### config.mk
export PLATFORM = sky130hd
export DESIGN_NAME = pcdl_mul
export DESIGN_NICKNAME = d
export VERILOG_FILES = /design/src/hw/rtl/pcdl_pkg.sv /design/src/hw/rtl/pcdl_mul.sv
export SDC_FILE = /design/constraint.sdc
export NUM_CORES = 2
export LEC_CHECK = 0
export ABC_AREA = 0
export BUFFER_PORTS_ARGS = -buffer_cell sky130_fd_sc_hd__buf_2
export CELL_PAD_IN_SITES_DETAIL_PLACEMENT = 0
export CELL_PAD_IN_SITES_GLOBAL_PLACEMENT = 1
export CORE_MARGIN = 2
export CORE_UTILIZATION = 52
export CTS_CLUSTER_DIAMETER = 40
export DETAILED_ROUTE_END_ITERATION = 10
export GPL_TIMING_DRIVEN = 0
export PLACE_DENSITY_LB_ADDON = 0.1
export SLEW_MARGIN = 20
export SYNTH_ARGS = -nofsm -noshare
export SYNTH_HDL_FRONTEND = slang
export SYNTH_SLANG_ARGS = --single-unit
### constraint.sdc
create_clock -name clk_i -period 10.5 [get_ports clk_i]
set_input_delay 1.575 -clock clk_i [delete_from_list [all_inputs] [get_ports clk_i]]
set_output_delay 1.575 -clock clk_i [all_outputs]
set_load 0.02 [all_outputs]
### src/hw/rtl/pcdl_pkg.sv
`timescale 1ns / 1ps
// ----------------------------------------------------------------------------
// pcdl_pkg
// Widths, register map, sequencer states and the symmetric clamp shared by
// the pid controller with dead band and error low-pass filter.
// ----------------------------------------------------------------------------
package pcdl_pkg;

  // field and datapath widths
  localparam int unsigned DataW  = 32;  // Q16.16 samples and state
  localparam int unsigned GainW  = 24;  // Q8.16 gains
  localparam int unsigned LimitW = 31;  // Q16.16 magnitudes
  localparam int unsigned RatioW = 17;  // Q1.16 filter ratio
  localparam int unsigned FracW  = 16;  // fraction bits dropped after a product
  localparam int unsigned OpAW   = DataW + 1;        // signed operand, holds ef - prev
  localparam int unsigned OpBW   = GainW + 1;        // non-negative operand as signed
  localparam int unsigned ProdW  = OpAW + OpBW;      // full product
  localparam int unsigned TermW  = ProdW - FracW;    // product in Q16.16
  localparam int unsigned AccW   = 50;               // blend sum and drive sum
  localparam int unsigned RegIdxW = 3;
  localparam int unsigned PaddrW  = RegIdxW + 2;

  localparam logic [RatioW-1:0] RatioOne = RatioW'(17'h10000);

  // configuration register map, word index
  typedef enum logic [RegIdxW-1:0] {
    REG_GAIN_P    = 3'd0,
    REG_GAIN_I    = 3'd1,
    REG_GAIN_D    = 3'd2,
    REG_INT_LIMIT = 3'd3,
    REG_OUT_LIMIT = 3'd4,
    REG_DEAD_BAND = 3'd5,
    REG_RATIO     = 3'd6
  } reg_idx_e;

  // sequencer states
  typedef enum logic [9:0] {
    ST_IDLE  = 10'b00_0000_0001,
    ST_ERR   = 10'b00_0000_0010,
    ST_MUL_E = 10'b00_0000_0100,
    ST_MUL_R = 10'b00_0000_1000,
    ST_BLEND = 10'b00_0001_0000,
    ST_MUL_I = 10'b00_0010_0000,
    ST_MUL_D = 10'b00_0100_0000,
    ST_MUL_P = 10'b00_1000_0000,
    ST_SUM   = 10'b01_0000_0000,
    ST_DONE  = 10'b10_0000_0000
  } state_e;

  // clamp a wide signed value to +/- lim
  function automatic logic signed [DataW-1:0] clamp_sym(
    input logic signed [AccW-1:0] x,
    input logic [LimitW-1:0]      lim
  );
    logic signed [AccW-1:0] hi;
    logic signed [AccW-1:0] lo;
    logic signed [AccW-1:0] res;
    hi = $signed({{(AccW-LimitW){1'b0}}, lim});
    lo = -hi;
    if (x > hi) begin
      res = hi;
    end else if (x < lo) begin
      res = lo;
    end else begin
      res = x;
    end
    return res[DataW-1:0];
  endfunction

endpackage

### src/hw/rtl/pcdl_mul.sv
`timescale 1ns / 1ps
// ----------------------------------------------------------------------------
// pcdl_mul
// Shared signed multiplier with a registered product, used on each multiply
// step of the sequencer.
// ----------------------------------------------------------------------------
module pcdl_mul
  import pcdl_pkg::*;
(
  input  logic                    clk_i,
  input  logic                    en_i,
  input  logic signed [OpAW-1:0]  a_i,
  input  logic signed [OpBW-1:0]  b_i,
  output logic signed [ProdW-1:0] prod_o
);

  logic signed [ProdW-1:0] prod_q;

  // product register, loaded only on multiply steps
  always_ff @(posedge clk_i) begin
    if (en_i) begin
      prod_q <= ProdW'(a_i) * ProdW'(b_i);
    end
  end

  assign prod_o = prod_q;

endmodule

==> key figures <==
Yosys
  – Number of synthesized flops with an enable pin: just under 60
  – Post-synthesis cell count: 3208
  – Mux cell area share after synthesis: 0%
  – Synth top area cells: fa_1, inv_1, and2_1, ha_1, edfxtp_1
  – Synthesized area per cell: 9.60 um^2
  – Largest family of logic cells by synthesized area: adder cells
  – Post-synthesis adder-cell area fraction: 61.1%
  – Sequential element share of the synthesized area: 5.66%
  – Post-Synth XOR/XNOR Area: 1.68%
  – Post-Synth Simple-Gate Area: 15.5%
  – Ys flop type: edfxtp_1
  – Syn. warnings: 0
  – Async set-or-reset flop fraction in the synthesized netlist: 0%
  – Yosys top cell area share: between 50% and 60%
  – Syn_nets: 4267
  – Mapped Area: 30800 um^2
  – Complex-gate fraction of the synthesized area: 4.34%
  – Synthesized flop and latch total: 58
  – Synth cell types: 60
  – Post-synth top area cell: fa_1

CTS
  – CTS Buffer Depth: 2
  – Root Buffer: clkbuf_16
  – Clock Sinks: 58
  – CTS tree: done
  – Post-CTS Repair Setup Buffers: 0
  – Clk slew on worst S/H paths: approximately 60 ps
  – Hold-fix buffers, CTS: 0
  – TritonCTS buffer count: 9
  – # resized after CTS: 0
  – Max H-tree Level: 3

Detailed routing
  – DR pass1 iterations: 6
  – Drt total wl: ~100000 um
  – Drc violations: 0
  – Via Count: 22712
  – Initial DRC Count: 1320
  – Via-to-Cell Ratio: 5.51
  – Routed wire per std cell: 25.3 um
  – Post-DRT Antenna Nets: 0

Finish
  – Max reg flops: 58
  – Final net count: 4395
  – Most frequent cells in the layout: fa_1, inv_1, nand2_1
  – Fillers: 5525
  – Layout cells sized above 1: ~4.7%
  – Layout Cells excl Fill: 4121
  – Area Overhead vs Synth: 6.07%
  – Commonest non-fill, non-tap cell in the layout: fa_1

Setup path
  – Crit path arrival time: around 9500 ps
  – Req. time, crit path: 10560 ps
  – Maximum fanout along the worst path: 10
  – CP Launch Type: input port
  – CP Capture Type: flop
  – Critical path class: input port to flop

Global route
  – Largest net degree at the start of global routing: 59
  – Number of global-route vias before repair: between 20000 and 25000
  – Global Route Usage Sum: 35.7%
  – First-pass GRT wire length: about 150000 um
  – Grt ovf: 0
  – Initial antenna violation count: 10

STA
  – Worst slew pin tran: 1220 ps
  – Final hold violation count: 0
  – RSZ-0062 raised after global routing: false
  – Final Max Slew Viols: 0
  – # setup viols final: 0
  – Fmax achieved: 0.106 GHz
  – Slew margin rel.: roughly 19%
  – Setup TNS: 0 ps
  – Fin crit period: 9430 ps
  – Final period util: 89.8%

Die
  – Core area: 58800 um^2
  – I/O pins: 118
  – Std cell rows: 89
  – DIE HEIGHT: 247 um
  – Starting Density: between 50% and 60%
  – Die width: 247 um
  – Die Footprint: 61200 um^2

Status
  – Status: complete, no violations

Run
  – Max Cap Viol: 0

Placed design
  – GP Congestion: about 1.0
  – I/O Buffers: around 120
  – Hpwl dp: 89000 um
  – Placed Cells: 4098

Worst hold path
  – Hold WC Path Type: input port to flop
## synthesized netlist by cell type, drive strengths merged, types with 2 or more instances
cell / count
nand2: 416
a211oi: 9
a211o: 3
o211ai: 9
nand4: 15
o2111ai: 2
nor3b: 3
a31o: 2
nor3: 6
buf: 5
ha: 157
a311oi: 2
a221oi: 2
nor2b: 5
a31oi: 12
xnor2: 44
o21a: 6
nand3: 16
a21boi: 2
xor2: 15
edfxtp: 58
clkbuf: 153
o31ai: 3
nor4: 3
nor2: 57
nand2b: 11
o21bai: 15
a21oi: 51
a21o: 36
o21ai: 32
inv: 785
fa: 842
and3: 8
o211a: 2
and2: 410
or3: 2
## path summary, 6_finish.rpt
path | startpoint | slack (ps) | cells after the start | to
setup / recovery | b_i[5] | 1070 | 26 | prod_o[57]
hold / removal | a_i[0] | 1780 | 2 | prod_o[0]
## final cells by class
cell class                 count  area [um^2]  share of cell area, %
multi-input combinational   2206        25400                   77.9
clock buffer                  10          229                  0.701
sequential                    58         1740                   5.33
buffer                       158          652                   2.00
clock inverter                 6         67.6                  0.207
antenna                        7         17.5                 0.0536
tap                          773          967                   2.96
timing repair buffer         117          588                   1.80
inverter                     786         2950                   9.04
## cells by family after synthesis
kind of cell	after synthesis
AOI/OAI and AO/OA	194
xor gates and xnor gates	59
adders and majority gates	999
buffers and inverters	944
DFF	58
and+or+nand+nor	954
## worst max-delay path, stage by stage
cell and delay (ps):
buf_2 300, clkbuf_1 730, nand2_1 190, fa_1 580, inv_1 60, fa_1 480
inv_1 50, fa_1 510, fa_1 520, inv_1 60, fa_1 480, fa_1 500
inv_1 50, fa_1 680, inv_1 90, ha_1 270, clkbuf_1 220, a21oi_1 380
o21bai_1 100, a21o_1 220, o21ai_0 220, nand4_1 120, o21ai_1 310, o221ai_1 320
a21oi_1 300, o211ai_1 150
## stage by stage
step	cell area [um^2]	util, %	hold WS [ps]	worst slack, ps
detailed placement	32300	55.0	2020	788
global placement	32300	55.0	2020	880
global route	32600	55.5	1770	782
floorplan	30800	-	1690	2390
CTS	32600	55.5	1770	1140
finish	32700	55.5	1780	1070
## routing by layer
layer  track usage [%]  routed length (um)
met5                 0                   0
met2              59.1               50700
met4              23.3                8450
met1              43.3               37300
met3              6.43                7980
Power is not shown: default switching activity piles up to over one toggle a cycle in this logic, so the estimate is an artifact.
